[config.mk]
export PLATFORM = sky130hd
export DESIGN_NAME = drive_command_controller
export DESIGN_NICKNAME = d
export VERILOG_FILES = /design/src/hw/rtl/dcc_pkg.sv /design/src/hw/rtl/dcc_throttle.sv /design/src/hw/rtl/dcc_core.sv /design/src/hw/rtl/drive_command_controller.sv
export VERILOG_INCLUDE_DIRS = /design/src /design/src/hw/rtl
export SDC_FILE = /design/constraint.sdc
export NUM_CORES = 1
export LEC_CHECK = 0
export BUFFER_PORTS_ARGS = -buffer_cell sky130_fd_sc_hd__buf_2
export CAP_MARGIN = 20
export CORE_ASPECT_RATIO = 1.5
export CORE_UTILIZATION = 49
export DETAILED_ROUTE_END_ITERATION = 8
export PLACE_DENSITY_LB_ADDON = 0.1
export SKIP_LAST_GASP = 1
export SYNTH_ARGS = -nofsm -noshare
export SYNTH_HDL_FRONTEND = slang
export SYNTH_HIERARCHICAL = 1
export SYNTH_SLANG_ARGS = --single-unit
[constraint.sdc]
create_clock -name clk -period 9.82 [get_ports clk]
set_input_delay 1.964 -clock clk [delete_from_list [all_inputs] [get_ports clk]]
set_output_delay 1.964 -clock clk [all_outputs]
set_load 0.03 [all_outputs]
[src/hw/rtl/assert_macros.svh]
// assertion helpers for the rtl
`ifndef ASSERT_MACROS_SVH
`define ASSERT_MACROS_SVH

// same-cycle implication, masked during reset
`define ASSERT_IMPLIES(label, clk, rst, ante, cons, msg) \
  label: assert property (@(posedge clk) disable iff (rst) (ante) |-> (cons)) \
    else $error(msg);

// next-cycle implication, masked during reset
`define ASSERT_NEXT(label, clk, rst, ante, cons, msg) \
  label: assert property (@(posedge clk) disable iff (rst) (ante) |=> (cons)) \
    else $error(msg);

`endif

[src/hw/rtl/dcc_pkg.sv]
package dcc_pkg;

  // input transaction
  typedef struct packed {
    logic       item_kind;
    logic [7:0] code;
    logic [7:0] data;
  } cmd_item_t;

  // result transaction
  typedef struct packed {
    logic [6:0]        motor_duty;
    logic              motor_reverse;
    logic              brake_on;
    logic [6:0]        servo_position;
    logic              servo_changed;
    logic signed [7:0] steer_offset;
    logic              steer_valid;
    logic [1:0]        gain_select;
    logic [7:0]        gain_raw;
    logic              echo_valid;
    logic [7:0]        echo_code;
  } result_t;

  // item kinds
  localparam logic KIND_PACKET = 1'b0;
  localparam logic KIND_TICK   = 1'b1;

  // command codes
  localparam logic [7:0] CODE_MOVE   = 8'h01;
  localparam logic [7:0] CODE_MODE   = 8'h02;
  localparam logic [7:0] CODE_OFFSET = 8'h10;
  localparam logic [7:0] CODE_GAIN_P = 8'h11;
  localparam logic [7:0] CODE_GAIN_I = 8'h12;
  localparam logic [7:0] CODE_GAIN_D = 8'h20;
  localparam logic [7:0] CODE_SPEED  = 8'h50;
  localparam logic [7:0] CODE_STOP   = 8'hFF;

  // mode bytes
  localparam logic [7:0] MODE_MANUAL = 8'd0;
  localparam logic [7:0] MODE_AUTO   = 8'd1;

  // stop / auto data bytes
  localparam logic [7:0] STOP_START  = 8'd0;
  localparam logic [7:0] AUTO_START  = 8'd1;

  // gain selects
  localparam logic [1:0] GAIN_NONE = 2'd0;
  localparam logic [1:0] GAIN_P    = 2'd1;
  localparam logic [1:0] GAIN_I    = 2'd2;
  localparam logic [1:0] GAIN_D    = 2'd3;

  // move packet bits
  localparam int MOVE_BIT_REV   = 2;
  localparam int MOVE_BIT_RIGHT = 3;
  localparam int MOVE_BIT_LEFT  = 4;
  localparam int MOVE_BIT_BRAKE = 5;
  localparam int MOVE_BIT_FWD   = 6;

  // servo setpoints
  localparam logic [6:0] SERVO_LEFT   = 7'd0;
  localparam logic [6:0] SERVO_CENTER = 7'd50;
  localparam logic [6:0] SERVO_RIGHT  = 7'd100;

  // throttle scaling
  localparam int PWM_TOP       = 127;
  localparam int THR_MIN       = 40;
  localparam int THR_MAX       = 100;
  localparam int DUTY_SHIFT    = 16;
  localparam int DUTY_MUL      = ((PWM_TOP << DUTY_SHIFT) + 99) / 100;
  localparam logic [6:0] DUTY_LIMIT = 7'd127;

  // offset zero point
  localparam logic [7:0] OFFSET_CENTER = 8'd63;

  // stop profile
  localparam int SPEED_REF     = 50;
  localparam int STOP_T1_MS    = 500;
  localparam int STOP_T1_STEP  = 24;
  localparam int STOP_T2_MS    = 1200;
  localparam int STOP_T2_STEP  = 60;
  localparam logic [15:0] STOP_T1_BASE = 16'(STOP_T1_MS + STOP_T1_STEP * SPEED_REF);
  localparam logic [15:0] STOP_T2_BASE = 16'(STOP_T2_MS + STOP_T2_STEP * SPEED_REF);
  localparam logic [7:0] STOP_THR_HIGH = 8'd50;
  localparam logic [7:0] STOP_THR_LOW  = 8'd30;

  // reset values
  localparam logic [7:0] SPEED_RESET = 8'd60;

endpackage

[src/hw/rtl/dcc_throttle.sv]
module dcc_throttle (
  input  logic [7:0] percent,
  output logic [6:0] duty
);
  import dcc_pkg::*;

  logic [6:0]  pct_clamped;
  logic [23:0] prod;
  logic [7:0]  quot;

  // dead band below the minimum, clamp at full throttle
  always_comb begin
    if (percent < 8'(THR_MIN)) begin
      pct_clamped = 7'd0;
    end else if (percent > 8'(THR_MAX)) begin
      pct_clamped = 7'(THR_MAX);
    end else begin
      pct_clamped = percent[6:0];
    end
  end

  // percent * top / 100 by reciprocal multiply
  assign prod = 24'(pct_clamped) * 24'(DUTY_MUL);
  assign quot = prod[DUTY_SHIFT +: 8];

  // duty register is 7 bits wide
  assign duty = (quot > 8'(DUTY_LIMIT)) ? DUTY_LIMIT : quot[6:0];

endmodule

[src/hw/rtl/dcc_core.sv]
module dcc_core (
  input  logic               clk,
  input  logic               rst,
  input  logic               step,
  input  dcc_pkg::cmd_item_t item,
  output dcc_pkg::result_t   result
);
  import dcc_pkg::*;

  logic [7:0]  speed_setting, speed_setting_next;
  logic [7:0]  mode_byte, mode_byte_next;
  logic        stop_active, stop_active_next;
  logic        auto_enabled, auto_enabled_next;
  logic [31:0] elapsed_ms, elapsed_ms_next;
  logic [6:0]  duty_reg, duty_reg_next;
  logic        reverse_reg, reverse_reg_next;
  logic        brake_reg, brake_reg_next;
  logic [6:0]  servo_reg, servo_reg_next;

  logic        thr_en;
  logic [7:0]  thr_percent;
  logic        thr_dir;
  logic [6:0]  thr_duty;
  logic        brake_set;
  logic [31:0] elapsed_inc;
  logic [15:0] stop_t1;
  logic [15:0] stop_t2;
  result_t     res;

  dcc_throttle u_throttle (
    .percent (thr_percent),
    .duty    (thr_duty)
  );

  // saturating tick counter and wrapped stop thresholds
  assign elapsed_inc = (&elapsed_ms) ? elapsed_ms : elapsed_ms + 32'd1;
  assign stop_t1 = STOP_T1_BASE - 16'(STOP_T1_STEP * int'(speed_setting));
  assign stop_t2 = STOP_T2_BASE - 16'(STOP_T2_STEP * int'(speed_setting));

  // command decode and state update
  always_comb begin
    speed_setting_next = speed_setting;
    mode_byte_next     = mode_byte;
    stop_active_next   = stop_active;
    auto_enabled_next  = auto_enabled;
    elapsed_ms_next    = elapsed_ms;
    servo_reg_next     = servo_reg;
    thr_en             = 1'b0;
    thr_percent        = speed_setting;
    thr_dir            = 1'b0;
    brake_set          = 1'b0;
    res                = '0;

    if (item.item_kind == KIND_TICK) begin
      elapsed_ms_next = elapsed_inc;
      if (stop_active) begin
        thr_en = 1'b1;
        if (elapsed_inc < {16'd0, stop_t1}) begin
          thr_percent = STOP_THR_HIGH;
        end else if (elapsed_inc < {16'd0, stop_t2}) begin
          thr_percent = STOP_THR_LOW;
        end else begin
          thr_percent = 8'd0;
        end
      end
    end else begin
      case (item.code)
        CODE_MODE: begin
          mode_byte_next = item.data;
          if (item.data == MODE_MANUAL) begin
            stop_active_next = 1'b0;
          end else if (item.data == MODE_AUTO) begin
            stop_active_next  = 1'b1;
            auto_enabled_next = 1'b0;
          end
          thr_en      = 1'b1;
          thr_percent = 8'd0;
          brake_set   = 1'b1;
        end
        CODE_SPEED: begin
          speed_setting_next = item.data;
        end
        CODE_STOP: begin
          if (item.data == STOP_START) begin
            stop_active_next = 1'b1;
            elapsed_ms_next  = 32'd0;
          end else if (item.data == AUTO_START) begin
            auto_enabled_next = 1'b1;
            stop_active_next  = 1'b0;
          end
        end
        CODE_MOVE: begin
          if (mode_byte == MODE_MANUAL && !stop_active) begin
            if (item.data[MOVE_BIT_BRAKE]) begin
              brake_set = 1'b1;
            end else if (item.data[MOVE_BIT_FWD]) begin
              thr_en = 1'b1;
            end else if (item.data[MOVE_BIT_REV]) begin
              thr_en  = 1'b1;
              thr_dir = 1'b1;
            end else begin
              thr_en      = 1'b1;
              thr_percent = 8'd0;
            end
            if (item.data[MOVE_BIT_LEFT]) begin
              servo_reg_next = SERVO_LEFT;
            end else if (item.data[MOVE_BIT_RIGHT]) begin
              servo_reg_next = SERVO_RIGHT;
            end else begin
              servo_reg_next = SERVO_CENTER;
            end
            res.servo_changed = 1'b1;
          end
        end
        CODE_OFFSET: begin
          if (mode_byte == MODE_AUTO) begin
            res.steer_valid = 1'b1;
            if (item.data != 8'd0) begin
              res.steer_offset = item.data - OFFSET_CENTER;
              if (!stop_active && auto_enabled) begin
                thr_en = 1'b1;
              end
            end
          end
        end
        CODE_GAIN_P: begin
          res.gain_select = GAIN_P;
          res.gain_raw    = item.data;
        end
        CODE_GAIN_I: begin
          res.gain_select = GAIN_I;
          res.gain_raw    = item.data;
        end
        CODE_GAIN_D: begin
          res.gain_select = GAIN_D;
          res.gain_raw    = item.data;
        end
        default: begin
          res.echo_valid = 1'b1;
          res.echo_code  = item.code;
        end
      endcase
    end
  end

  // motor registers follow the throttle request, brake wins last
  always_comb begin
    duty_reg_next    = duty_reg;
    reverse_reg_next = reverse_reg;
    brake_reg_next   = brake_reg;
    if (thr_en) begin
      duty_reg_next    = thr_duty;
      reverse_reg_next = thr_dir;
      brake_reg_next   = 1'b0;
    end
    if (brake_set) begin
      brake_reg_next = 1'b1;
    end
  end

  // result carries the updated motor and servo state
  always_comb begin
    result                = res;
    result.motor_duty     = duty_reg_next;
    result.motor_reverse  = reverse_reg_next;
    result.brake_on       = brake_reg_next;
    result.servo_position = servo_reg_next;
  end

  // state registers
  always_ff @(posedge clk) begin
    if (rst) begin
      speed_setting <= SPEED_RESET;
      mode_byte     <= MODE_MANUAL;
      stop_active   <= 1'b0;
      auto_enabled  <= 1'b0;
      elapsed_ms    <= 32'd0;
      duty_reg      <= 7'd0;
      reverse_reg   <= 1'b0;
      brake_reg     <= 1'b0;
      servo_reg     <= SERVO_CENTER;
    end else if (step) begin
      speed_setting <= speed_setting_next;
      mode_byte     <= mode_byte_next;
      stop_active   <= stop_active_next;
      auto_enabled  <= auto_enabled_next;
      elapsed_ms    <= elapsed_ms_next;
      duty_reg      <= duty_reg_next;
      reverse_reg   <= reverse_reg_next;
      brake_reg     <= brake_reg_next;
      servo_reg     <= servo_reg_next;
    end
  end

endmodule

[src/hw/rtl/drive_command_controller.sv]
// channel | direction | handshake            | payload
// cmd     | in        | cmd_valid, cmd_stall | cmd (cmd_item_t)
// res     | out       | res_valid, res_stall | res (result_t)
//
// One result per transaction, one transaction per cycle sustained while res_stall is low.
// A transaction passes two registers: input register, then decode and state update into
// the result register.
// Reset (rst, synchronous) empties both registers and loads the state defaults.
// A stalled result holds the input register; cmd_stall rises only while the
// input register is full and cannot move forward.
`include "assert_macros.svh"

module drive_command_controller (
  input  logic               clk,
  input  logic               rst,
  input  logic               cmd_valid,
  output logic               cmd_stall,
  input  dcc_pkg::cmd_item_t cmd,
  output logic               res_valid,
  input  logic               res_stall,
  output dcc_pkg::result_t   res
);
  import dcc_pkg::*;

  logic      in_valid;
  cmd_item_t in_item;
  logic      advance;
  logic      cmd_take;
  result_t   core_result;

  // pipeline moves when the result register is free or being drained
  assign advance   = in_valid && (!res_valid || !res_stall);
  assign cmd_stall = in_valid && !advance;
  assign cmd_take  = cmd_valid && !cmd_stall;

  // input register
  always_ff @(posedge clk) begin
    if (rst) begin
      in_valid <= 1'b0;
    end else if (cmd_take) begin
      in_valid <= 1'b1;
    end else if (advance) begin
      in_valid <= 1'b0;
    end
  end

  always_ff @(posedge clk) begin
    if (cmd_take) begin
      in_item <= cmd;
    end
  end

  dcc_core u_core (
    .clk    (clk),
    .rst    (rst),
    .step   (advance),
    .item   (in_item),
    .result (core_result)
  );

  // result register
  always_ff @(posedge clk) begin
    if (rst) begin
      res_valid <= 1'b0;
    end else if (advance) begin
      res_valid <= 1'b1;
    end else if (!res_stall) begin
      res_valid <= 1'b0;
    end
  end

  always_ff @(posedge clk) begin
    if (advance) begin
      res <= core_result;
    end
  end

  // checks
  `ASSERT_NEXT(a_advance_fills, clk, rst, advance, res_valid,
    "result lost after advance")
  `ASSERT_IMPLIES(a_no_overwrite, clk, rst, res_valid && res_stall && in_valid,
    cmd_stall, "input taken while pipeline blocked")
  `ASSERT_IMPLIES(a_servo_range, clk, rst, res_valid,
    res.servo_position <= SERVO_RIGHT, "servo setpoint out of range")
  `ASSERT_IMPLIES(a_offset_quiet, clk, rst, res_valid && !res.steer_valid,
    res.steer_offset == 8'sd0, "offset without steer_valid")

endmodule

==> impl_metrics.py <==
metrics = {
    "status": {
        "status": "finished clean",
    },
    "clocking": {
        "cts_inserted_buffers": 17,
        "htreeDepth": 4,
        "clockBufferDepth": 2,
        "tritoncts_clock_tree": "yes",
        "cts_num_sinks": 130,
        "clk_latency_ps": 410,
        "cts-root-buf": "sky130_fd_sc_hd__clkbuf_16",
        "cts.clk_slew.worst_paths_ps": 60,
    },
    "routing": {
        "residual_drc": 0,
        "vias": 8337,
        "detail_route.first_pass.iterations": 5,
        "total_detailed_routing_wirelength_mm": 25.1,
        "drt_iter0_markers": 366,
        "drt.antenna.violating_nets": 0,
        "route.detailed.vias_per_inst": 5.78,
        "route.detailed.wl_per_inst_um": 17.4,
    },
    "sta": {
        "final.setup.tns_ps": 0,
        "setup_repair_after_global_routing_missed_its_margin": "yes",
        "setup-violations-final": 0,
        "fin_crit_sh_pct": 96.9,
        "final_period_minus_worst_setup_slack_ps": 9520,
        "final.setup_skew_ps": 10.7,
        "worst_slew_margin_rel_pct": 38.5,
        "final_hold_fails": 0,
        "timing_max_transition_violations_final": 0,
        "maxClockFrequency_mhz": 105,
        "worst_slew_pin_slew_ps": 921,
    },
    "floorplanning": {
        "die_h_um": 177,
        "design.portCount": 68,
        "die_area_um2": 21000,
        "placementRows": 63,
        "initial_core_util_pct": 50.3,
        "chipWidth_um": 119,
        "total_core_area_um2": 19900,
    },
    "synthesis": {
        "ys_top_cells_by_count": "sky130_fd_sc_hd__ha_1, sky130_fd_sc_hd__nor2_1, sky130_fd_sc_hd__inv_1",
        "yosys_warnings": 6,
        "post_synth_num_cell_types": 76,
        "postSynthRegisterBits": 130,
        "yosys-top-cells-area": "sky130_fd_sc_hd__edfxtp_1, sky130_fd_sc_hd__ha_1, sky130_fd_sc_hd__dfxtp_1, sky130_fd_sc_hd__fa_1, sky130_fd_sc_hd__nor2_1",
        "synth-edff-count": 62,
        "synthesis.nets": 1264,
        "post_synth.cell_area_avg_um2": 9.10,
        "syn_area_um2": 9990,
        "async_reset_ff_share_pct": 0,
        "most_used_standard_cell_by_instance_count_after_synthesis": "sky130_fd_sc_hd__ha_1",
        "synth_area_leader_cell": "sky130_fd_sc_hd__edfxtp_1",
        "seq_area_frac_synth_pct": 32.3,
        "synth_flop_cell": "sky130_fd_sc_hd__dfxtp_1",
        "mapped_cells": 1098,
        "synth.top_cell.area_share_pct": 18.6,
    },
    "final_layout": {
        "area_delta_synth_final_pct": 15.3,
        "flip_flop_count_of_the_largest_register_after_layout": 45,
        "stdcell_area_um2": 11500,
        "final_core_area_utilization_pct": 58.0,
        "registers.top_by_ff_count": "res",
        "diodes": 0,
        "final_net_count": 1335,
        "drive_gt1_share_pct": 17.5,
        "biggestRegsByFlops": "res (45), u_core/elapsed_ms (32), in_item (17)",
    },
    "setup_path": {
        "critical_path_start_end_classification": "reg2reg",
        "reg2reg_setup_slack_ps": 300,
        "path_delay_family": "adder cells",
        "critical_path.reg2reg.endpoint": "u_core/duty_reg[3]$_SDFFE_PP0P_",
        "worst-r2r-cell-count": 40,
        "path_depth": 40,
        "worstSetupEndpointType": "flip-flop",
        "critPathLaunch": "u_core/speed_setting[2]$_SDFFE_PP1P_",
        "arrival_ps": 9820,
        "cp_data_required_time_ps": 10120,
        "critical-path-slowest-cell": "sky130_fd_sc_hd__fa_2",
        "worstPathMaxFanout": 3,
        "crit-reg2reg-launch": "u_core/speed_setting[2]$_SDFFE_PP1P_",
        "worst_setup_sp_type": "flip-flop",
        "worstSetupEndpoint": "u_core/duty_reg[3]$_SDFFE_PP0P_",
        "cpPeakStageDelay_ps": 570,
        "number_of_buffer_and_inverter_instances_along_the_worst_setup_path": 6,
    },
    "global_routing": {
        "track_usage_pct": 24.3,
        "grt_first_pass_wirelength_mm": 40.3,
        "globalRouteOverflowTotal": 0,
        "via_count_of_the_first_global_routing_pass": 8249,
        "initial_antenna_violation_count": 0,
        "grt_start_max_net_pins": 67,
    },
    "placement": {
        "place_area_um2": 10700,
        "io_buffers": 67,
        "routabilityCongestion": 0.898,
        "dpl.hpwl_mm": 19.1,
    },
    "job": {
        "max_cap_viols": 0,
    },
    "power": {
        "static-leakage-power_uw": 0.00485,
        "ir_worst_vdd_mv": 0.111,
        "power.density_nw_per_um2": 132,
        "post-layout-total-power_uw": 1520,
    },
    "worst_hold_path": {
        "min-delay-path-class": "reg2reg",
    },
}
layer usage:
| metal | vias to the layer above | wire length, um | global-route usage, % |
|---|---|---|---|
| met5 | - | 0 | 0 |
| met4 | 0 | 1040 | 12.4 |
| met3 | 57 | 751 | 3.06 |
| met2 | 178 | 13200 | 46.3 |
| li1 | 4122 | - | - |
| met1 | 3980 | 10200 | 26.2 |
kinds of logic after synthesis:
kind of cell,after synthesis,share of synthesized area (%)
fa+ha+maj,145,20.3
flops,130,32.3
compound gates,243,16.4
xor+xnor,60,5.26
buf+inv,127,4.91
simple gates,373,18.8
mux,20,2.10
area by class of cell:
type                       instances  area [um^2]
clock buffer                      19          454
clock inverter                    13          138
fill                            1811         8350
inverter                          81          307
multi-input combinational        841         6490
sequential                       130         3230
tap                              260          325
timing repair buffer              98          568
layout by cell type (no fill, tap or decap), types with 10 or more instances in the layout:
cell                        synthesis  routed
sky130_fd_sc_hd__edfxtp_1          62      62
sky130_fd_sc_hd__inv_1             80      72
sky130_fd_sc_hd__clkbuf_16          0      18
sky130_fd_sc_hd__nand2b_1          11      11
sky130_fd_sc_hd__mux2i_1           12      12
sky130_fd_sc_hd__nor2_1           103      99
sky130_fd_sc_hd__nor3_1            42      42
sky130_fd_sc_hd__nand2_1           70      67
sky130_fd_sc_hd__a21oi_1           60      58
sky130_fd_sc_hd__a21o_1            25      25
sky130_fd_sc_hd__nor2b_1           10      10
sky130_fd_sc_hd__and2_1            22      21
sky130_fd_sc_hd__nand4_1           21      21
sky130_fd_sc_hd__nand3_1           27      27
sky130_fd_sc_hd__buf_2              4      67
sky130_fd_sc_hd__nor4_1            21      19
sky130_fd_sc_hd__o21a_1            18      18
sky130_fd_sc_hd__o21ai_0           41      39
sky130_fd_sc_hd__a31oi_1           15      12
sky130_fd_sc_hd__xor2_1            22      20
sky130_fd_sc_hd__ha_1             117     114
sky130_fd_sc_hd__buf_4              2      31
sky130_fd_sc_hd__fa_1              28      24
sky130_fd_sc_hd__dfxtp_1           68      65
sky130_fd_sc_hd__xnor2_1           38      37
per-stage QoR:
stage	hold WS [ps]	setup WS (ps)	instances
6_report	457	303	1442
3_5_place_dp	444	-161	1402
5_1_grt	478	-54.4	1442
4_1_cts	460	9.67	1435
3_3_place_gp	435	57.7	1402
2_1_floorplan	421	480	1098
timing repair:
item / in CTS / in global routing
pin swaps: 1 / 30
hold buffers: 0 / 0
setup buffers: 1 / 7
hold endpoints to repair: 0 / 0
resized for setup: 3 / 50
endpoints found under the setup margin: 14 / 14
worst reg2reg max path: cells and delay by family (launching register included):
| family | cells | cell delay, ps |
|---|---|---|
| xor+xnor | 1 | 110 |
| simple gates | 8 | 1140 |
| flops | 1 | 350 |
| mux | 1 | 270 |
| fa+ha+maj | 9 | 3800 |
| compound gates | 15 | 3020 |
| buf+inv | 6 | 700 |
worst min-delay path by stage:
| stage | start | endpoint | depth (start not counted) |
|---|---|---|---|
| 5_1_grt | u_core/servo_reg[3]$_SDFFE_PP0P_ | u_core/servo_reg[3]$_SDFFE_PP0P_ | 1 |
| 6_report | u_core/servo_reg[3]$_SDFFE_PP0P_ | u_core/servo_reg[3]$_SDFFE_PP0P_ | 1 |
| 3_5_place_dp | u_core/servo_reg[3]$_SDFFE_PP0P_ | u_core/servo_reg[3]$_SDFFE_PP0P_ | 1 |
| 2_1_floorplan | u_core/servo_reg[0]$_SDFFE_PP0P_ | u_core/servo_reg[0]$_SDFFE_PP0P_ | 1 |
| 4_1_cts | u_core/servo_reg[3]$_SDFFE_PP0P_ | u_core/servo_reg[3]$_SDFFE_PP0P_ | 1 |
| 3_3_place_gp | u_core/servo_reg[0]$_SDFFE_PP0P_ | u_core/servo_reg[0]$_SDFFE_PP0P_ | 1 |
report_power, final:
group	leakage, uW	internal [uW]	switching [uW]	total (uW)
Combinational	0.00345	122	174	296
Sequential	0.00112	588	12.9	601
Clock	0.000285	372	255	627
Power figures use the tool's default switching activity.
